**config.mk**
```make
export PLATFORM = sky130hd
export DESIGN_NAME = sss_ctrl
export DESIGN_NICKNAME = d
export VERILOG_FILES = /design/src/rtl/sss_pkg.sv /design/src/rtl/sss_ctrl.sv
export SDC_FILE = /design/constraint.sdc
export NUM_CORES = 1
export LEC_CHECK = 0
export BUFFER_PORTS_ARGS = -buffer_cell sky130_fd_sc_hd__buf_4
export CORE_UTILIZATION = 45
export CTS_CLUSTER_SIZE = 24
export DETAILED_ROUTE_END_ITERATION = 12
export PLACE_DENSITY = 0.68
export SLEW_MARGIN = 10
export SYNTH_ARGS = -nofsm -noshare
export SYNTH_HDL_FRONTEND = slang
export SYNTH_SLANG_ARGS = --single-unit
```
**constraint.sdc**
```tcl
create_clock -name i_clk -period 4.07 [get_ports i_clk]
set_input_delay 0.2035 -clock i_clk [delete_from_list [all_inputs] [get_ports i_clk]]
set_output_delay 0.2035 -clock i_clk [all_outputs]
set_load 0.03 [all_outputs]
```
**src/rtl/sss_pkg.sv**
```systemverilog
// Shared types and constants of the sparse-set component store.
package sss_pkg;

    // Sizes of the slot space and the dense array
    localparam int SLOT_COUNT     = 1024;
    localparam int SLOT_W         = $clog2(SLOT_COUNT);
    localparam int ENTRY_CAPACITY = 1024;
    localparam int POS_W          = $clog2(ENTRY_CAPACITY);
    localparam int COUNT_W        = POS_W + 1;
    localparam int GEN_W          = 16;
    localparam int VAL_W          = 32;

    // Operation codes
    typedef enum logic [1:0] {
        OP_ADD    = 2'd0,
        OP_REMOVE = 2'd1,
        OP_LOOKUP = 2'd2,
        OP_READ   = 2'd3
    } t_op;

    // Result status codes
    typedef enum logic [2:0] {
        ST_OK        = 3'd0,
        ST_NOT_FOUND = 3'd1,
        ST_PRESENT   = 3'd2,
        ST_FULL      = 3'd3,
        ST_RANGE     = 3'd4
    } t_status;

    // One input item
    typedef struct packed {
        t_op                     operation;
        logic [SLOT_W-1:0]       entity_slot;
        logic [GEN_W-1:0]        key_generation;
        logic signed [VAL_W-1:0] new_width;
        logic signed [VAL_W-1:0] new_height;
        logic [POS_W-1:0]        dense_position;
    } t_in_item;

    // One result item
    typedef struct packed {
        t_status                 status;
        logic [POS_W-1:0]        found_position;
        logic [SLOT_W-1:0]       owner_slot;
        logic signed [VAL_W-1:0] out_width;
        logic signed [VAL_W-1:0] out_height;
        logic [COUNT_W-1:0]      entry_count;
    } t_result;

    // Commands from the controller to the datapath
    typedef struct packed {
        logic              accept;
        logic              exec;
        logic              fetch;
        logic              clear;
        logic [SLOT_W-1:0] clear_addr;
    } t_cmd;

    // Status from the datapath to the controller
    typedef struct packed {
        logic lookup_hit;
    } t_stat;

endpackage

```
**src/rtl/sss_ctrl.sv**
```systemverilog
// Controller state machine of the sparse-set component store.
module sss_ctrl
    import sss_pkg::*;
(
    input  logic  i_clk,
    input  logic  i_rst_n,
    input  logic  start,
    input  t_stat i_stat,
    output t_cmd  o_cmd,
    output logic  busy
);

    typedef enum logic [3:0] {
        S_CLEAR = 4'b0001,
        S_IDLE  = 4'b0010,
        S_EXEC  = 4'b0100,
        S_FETCH = 4'b1000
    } t_state;

    t_state            r_state, n_state;
    logic [SLOT_W-1:0] r_clr_addr;

    // Next state
    always_comb begin
        n_state = r_state;
        unique case (r_state)
            S_CLEAR: begin
                if (r_clr_addr == SLOT_W'(SLOT_COUNT - 1)) n_state = S_IDLE;
            end
            S_IDLE: begin
                if (start) n_state = S_EXEC;
            end
            S_EXEC: begin
                n_state = i_stat.lookup_hit ? S_FETCH : S_IDLE;
            end
            S_FETCH: begin
                n_state = S_IDLE;
            end
            default: begin
                n_state = S_IDLE;
            end
        endcase
    end

    // Hold state and sweep the valid marks after reset
    always_ff @(posedge i_clk) begin
        if (!i_rst_n) begin
            r_state    <= S_CLEAR;
            r_clr_addr <= '0;
        end else begin
            r_state <= n_state;
            if (r_state == S_CLEAR) r_clr_addr <= r_clr_addr + 1'b1;
        end
    end

    // Drive commands
    assign busy             = (r_state != S_IDLE);
    assign o_cmd.accept     = (r_state == S_IDLE) && start;
    assign o_cmd.exec       = (r_state == S_EXEC);
    assign o_cmd.fetch      = (r_state == S_FETCH);
    assign o_cmd.clear      = (r_state == S_CLEAR);
    assign o_cmd.clear_addr = r_clr_addr;

endmodule

```
# Word-level counts from Yosys, hierarchy flattened
# Index checks and enable logic that the tools add are counted.
[word_totals]
reg_bits = 14
in_bits = 4
elab_cells = 17
[classes]
n_addsub = 1
eq_ne = 8
n_mux = 4
n_reduce_logical = 2
[op_table]
columns = ["op", "n"]
rows = [
  ["$mux 4", 3],
  ["$pmux 4 s3", 1],
  ["$add 10x1->10 const B", 1],
  ["$eq 10x10->1 const B", 1],
  ["$eq 4x1->1 const B", 1],
  ["$eq 4x2->1 const B", 1],
  ["$eq 4x3->1 const B", 1],
  ["$eq 4x4->1 const B", 1],
  ["$ne 4x2->1 const B", 1],
  ["$ne 2x1->1 const B", 1],
  ["$ne 2x2->1 const B", 1],
  ["$reduce_and 2->1", 1],
  ["$logic_and 1x1->1", 1],
]

# Depth between registers and ports, before layout
# Gate-level depths: netlist (run 1).
[depth]
depth_word = 3
depth_mapped = 5
ltp_nobuf = 4

# Worst setup path after synthesis (run 1)
# OpenSTA, ideal clock, no wires.
[synth_path]
kind = "reg2reg"
start = "register r_state[2]"
end = "register r_state[3]"
setup_time_ns = 0.064
arrival_time_ns = 1.712
t_required_ns = 4.006
slack_ns = 2.294
path_stages_with_launch = 3
path_buffers = 0
cell_sequence = "dfxtp_1 > nor4b_1 > and3_1"
[synth_lines]
columns = ["element", "line", "source"]
rows = [
  ["start, declared", "sss_ctrl.sv:20", "t_state r_state, n_state;"],
  ["start signal, assigned", "sss_ctrl.sv:51", "r_state <= n_state;"],
]

==> impl_metrics.json, run 1 <==
{
  "rr_worst_depth": 3,
  "synthCells": 77,
  "wl_mm": 1.34,
  "final_util_pct": 61.8,
  "die-area_um2": 1650,
  "synth_cell_type_count": 26,
  "register_area_um2": 280,
  "reg2reg_slack_ps": 2360,
  "clk_path_buf_depth": 2,
  "num_vias": 619,
  "setup_viol": 0,
  "max_stage_delay_ps": 640,
  "dp_cells": 108,
  "vias_per_cell": 5.58,
  "critPathSlowestCell": "or4b_4",
  "post-cts-setup-buffers": 0,
  "port_buffers": 18,
  "tightest_slew_ps": 629,
  "slew_headroom_pct": 57.5,
  "timing.max_cap.violations": 0,
  "drcViolationCount": 0,
  "antenna_found_initial": 0,
  "nets": 103,
  "synth_top_cell_area_share_pct": 41.6,
  "overflow": 0,
  "hold_buffers": 0,
  "areaGrowthSynthToFinish_pct": 24.0,
  "fin_crit_ps": 1840,
  "synth_area_leaders": "dfxtp_1 42%, a21oi_1 4.5%, mux2i_1 4.5%",
  "rr_endpoint": "r_clr_addr[5]",
  "n_fill_cell": 120,
  "die_w_um": 40.7,
  "syn_avg_cell_area_um2": 8.74,
  "finClkSkew_ps": 8.63,
  "gp_congestion": 0.698,
  "yosysTopAreaCell": "dfxtp_1",
  "rsz0062_at_grt": "no",
  "outcome": "complete, no violations",
  "fmax_mhz": 543,
  "ys_ff_latch": 14,
  "worstSetupEndpointType": "output port",
  "slew_violations": 0,
  "crit_path_start_kind": "flip-flop",
  "h-tree-depth": 1,
  "hold_viol_final": 0,
  "yosysSeqAreaShare_pct": 41.6,
  "drtIter0Drc": 21,
  "required_ps": 3870,
  "ys_warn_count": 0,
  "synth_area_um2": 673,
  "route.antenna.remaining_nets": 0,
  "cp-startpoint": "r_state[2]",
  "clock_latency_ps": 280,
  "arrival_ps": 1640,
  "path_max_fanout": 14,
  "rows": 13,
  "drive_gt1_share_pct": 24.0,
  "fin_cells": 111,
  "cts_root_buffer": "clkbuf_4",
  "cts_tree": "yes",
  "dr.pass1.iters": 4,
  "grt_pass1_vias": 471,
  "core_um2": 1350,
  "clkSlewWorstSetupHoldPaths_ps": 70,
  "cp-endpoint": "o_cmd[10]",
  "die-height_um": 40.7,
  "initial_core_util_pct": 49.9,
  "p_per_area_nw_per_um2": 383,
  "grt_pass1_wl_mm": 1.98,
  "path_class": "flip-flop to output port",
  "multi_input_area_um2": 355,
  "grt_max_degree": 15,
  "track_usage_pct": 19.4,
  "leakagePower_nw": 0.315,
  "hpwl_um": 972,
  "wl_per_cell_um": 12.1,
  "holdCritPathClass": "input port to flip-flop",
  "antenna_cells": 0,
  "fin_tns_setup_ps": 0,
  "rr_startpoint": "r_state[2]",
  "ir_worst_vdd_mv": 0.300,
  "ios": 19,
  "ctsResizeCount": 0,
  "clock_sinks": 14,
  "power_mw": 0.319,
  "crit_chain": "or4b_4 > inv_1 > buf_4",
  "cts_inserted_buffers": 3,
  "synth.net_count": 82,
  "fin_crit_sh_pct": 45.2
}
## state kept, by name (all words and copies together) (netlist names)
signal / count
r_clr_addr: 10
r_state: 4
## worst max-delay path: cells and delay by family (launching register included)
kind	cells	cell delay, ps
buf+inv	2	370
simple gates	1	640
flops	1	360
## cells by family (layout without fill, tap and decap cells)
logic type	after synthesis	after routing	synth area share (%)
flops	14	14	41.6
simple gates	37	37	32.9
compound gates	13	13	12.3
buf+inv	8	27	5.58
xor+xnor	1	1	1.30
fa+ha+maj	1	1	1.86
mux	3	3	4.46
## through the flow
step | cell area, µm² | setup WS [ps] | hold slack (ps)
2_1_floorplan | 673 | 2290 | 349
3_3_place_gp | 812 | 2400 | 454
3_5_place_dp | 812 | 2380 | 458
4_1_cts | 835 | 2220 | 170
5_1_grt | 835 | 2090 | 172
6_report | 835 | 2230 | 177
## per-layer routing
metal / routed length (µm) / vias to the layer above / global-route usage, %
met5: 0 / - / 0
met4: 15 / 0 / 7.50
met3: 46 / 2 / 9.78
met2: 634 / 13 / 30.6
met1: 644 / 282 / 22.3
li1: - / 322 / -
## area by class of cell
| cell class | instances | share of cell area, % |
|---|---|---|
| Timing Repair Buffer | 18 | 16.2 |
| Clock buffer | 3 | 2.70 |
| Tap cell | 15 | 2.25 |
| Inverter | 6 | 2.70 |
| Multi-Input combinational cell | 55 | 42.6 |
| Sequential cell | 14 | 33.6 |
## cells in the final DEF, fill, tap and decap left out, types with 4 or more instances in the layout
cell / instances
nand2_1: 8
buf_4: 18
nand2b_1: 4
or4_1: 4
a21oi_1: 6
inv_1: 6
dfxtp_1: 14
o31ai_1: 4
nor4_1: 4
## worst min-delay path by stage
stage,start,end,cells past startpoint
after global placement,i_stat,r_state[3],2
after global routing,i_stat,r_state[3],2
after CTS,start,r_state[2],2
after floorplan,start,r_state[2],1
final,start,r_state[2],2
after detailed placement,start,r_state[2],2
## where the power goes
part | switching [mW] | internal, mW | total, mW
clock network | 0.0421 | 0.0342 | 0.0764
logic | 0.0525 | 0.0315 | 0.0840
registers | 0.0116 | 0.147 | 0.159
total | 0.106 | 0.213 | 0.319
## Yosys cell counts
| cell | count |
|---|---|
| nand3b_1 | 1 |
| or4b_4 | 1 |
| nor2_1 | 3 |
| nor4_1 | 4 |
| nor4b_1 | 3 |
| o21a_1 | 1 |
| nand2_1 | 8 |
| o21ai_0 | 1 |
| dfxtp_1 | 14 |
| and3_1 | 2 |
| nand3_1 | 3 |
| or2_2 | 1 |
| nand2b_1 | 4 |
| nor2b_1 | 1 |
| nand4_1 | 1 |
| inv_1 | 6 |
| and2_1 | 1 |
| o31ai_1 | 4 |
| ha_1 | 1 |
| or4_1 | 4 |
| buf_6 | 1 |
| clkbuf_1 | 1 |
| mux2i_1 | 3 |
| a221o_1 | 1 |
| xnor2_1 | 1 |
| a21oi_1 | 6 |
Note: power is estimated with default switching activity, not from simulation.
==> inputs of run 2 (changes only) <==
clock period = 1.8 ns   (was 4.07 ns; I/O delays follow)
==> impl_metrics.json, run 2 (synthesis results as in run 1) <==
{
  "fin_cells": 112,
  "core_um2": 1350,
  "final_area_um2": 855,
  "setup_viol": 0,
  "holdWs_ps": 47.7,
  "finClkSkew_ps": 14.9,
  "antenna_cells": 0,
  "rr_startpoint": "r_state[2]",
  "wl_mm": 1.34,
  "placed_cell_area_um2": 812,
  "overflow": 0,
  "grt_use_met3_pct": 9.78,
  "required_ps": 2040,
  "drive_gt1_share_pct": 26.8,
  "antenna_found_initial": 0,
  "nets": 103,
  "path_class": "flip-flop to flip-flop",
  "reg2reg_slack_ps": 70,
  "p_per_area_nw_per_um2": 924,
  "timing.max_cap.violations": 0,
  "n_fill_cell": 126,
  "fin_ws_ps": 74.4,
  "tightest_slew_ps": 405,
  "route.antenna.remaining_nets": 0,
  "ios": 19,
  "grt_pass1_vias": 425,
  "grt_max_degree": 15,
  "use_met1_pct": 20.5,
  "hpwl_um": 971,
  "gp_congestion": 0.698,
  "initial_core_util_pct": 49.9,
  "vias_per_cell": 5.54,
  "hold_end": "r_state[2]",
  "power_mw": 0.790,
  "final_common_cell": "buf_4",
  "slew_headroom_pct": 72.8,
  "dr.pass1.iters": 4,
  "hold_viol_final": 0,
  "grt_pass1_wl_mm": 1.75,
  "rsz0062_at_grt": "no",
  "multi_input_area_um2": 362,
  "slew_violations": 0,
  "worstSetupEndpointType": "flip-flop",
  "min_path_cells": 2,
  "hold_buffers": 0,
  "grt.busiest_layer": "met2",
  "clkSlewWorstSetupHoldPaths_ps": 100,
  "wl_per_cell_um": 12.0,
  "rows": 13,
  "gr-usage-met2_pct": 25.8,
  "die-area_um2": 1650,
  "fin_crit_ps": 1730,
  "h-tree-depth": 1,
  "cts_tree": "yes",
  "register_area_um2": 280,
  "fin_tns_setup_ps": 0,
  "clock_latency_ps": 300,
  "fin_crit_sh_pct": 95.9,
  "max_flop_register": "r_clr_addr",
  "die_w_um": 40.7,
  "ir_worst_vdd_mv": 0.601,
  "cts_root_buffer": "clkbuf_4",
  "largest_reg_flops": 10,
  "port_buffers": 18,
  "dp_cells": 108,
  "final_util_pct": 63.3,
  "path_max_fanout": 14,
  "rr_worst_depth": 3,
  "drcViolationCount": 0,
  "outcome": "complete, no violations",
  "areaGrowthSynthToFinish_pct": 27.0,
  "num_vias": 621,
  "cts_inserted_buffers": 3,
  "crit_path_start_kind": "flip-flop",
  "clk_path_buf_depth": 2,
  "reg_top3": "r_clr_addr x10, r_state x4",
  "rr_endpoint": "r_clr_addr[5]",
  "track_usage_pct": 17.8,
  "drtIter0Drc": 16,
  "holdCritPathClass": "input port to flip-flop",
  "fmax_mhz": 580,
  "clock_sinks": 14,
  "mostFrequentLayoutCells": "18 x buf_4, 14 x dfxtp_1, 8 x nand2_1",
  "leakagePower_nw": 0.323,
  "arrival_ps": 1960,
  "hold_start": "start",
  "dp_slack_ps": 102,
  "die-height_um": 40.7
}
-- run 2: critical path: stages, from the launching register on --
cell,delay [ps]
dfxtp_1,360
or4b_4,650
or4_1,520
a21oi_1,140
-- run 2: worst max-delay path by stage --
stage	from	end	slack, ps	cells after the start
after CTS	r_state[2]	o_cmd[10]	50	3
after global routing	r_state[2]	r_clr_addr[5]	20	3
final	r_state[2]	r_clr_addr[5]	70	3
after detailed placement	r_state[2]	r_clr_addr[5]	100	3
after floorplan	r_state[2]	r_state[3]	20	2
after global placement	r_state[2]	r_clr_addr[5]	130	3
-- run 2: cell type report --
cell class	instances	area share (%)
Clock buffer	4	4.25
Inverter	6	2.64
Multi-Input combinational cell	55	42.3
Sequential cell	14	32.8
Tap cell	15	2.20
Timing Repair Buffer	18	15.8
-- run 2: per-layer routing --
| layer | vias to the layer above | wire length [µm] |
|---|---|---|
| met4 | 0 | 23 |
| met3 | 4 | 54 |
| li1 | 318 | - |
| met2 | 11 | 616 |
| met1 | 288 | 645 |
| met5 | - | 0 |
-- run 2: power breakdown --
part | switching (mW) | internal (mW) | total (mW)
Sequential | 0.0268 | 0.333 | 0.360
Clock | 0.113 | 0.123 | 0.237
Combinational | 0.120 | 0.0724 | 0.193
Total | 0.261 | 0.529 | 0.790
-- run 2: repair_timing --
| item | 4_1_cts | 5_1_grt |
|---|---|---|
| gates resized for setup | 0 | 2 |
| buffers inserted | 0 | 0 |
| setup endpoints to repair | 0 | 1 |
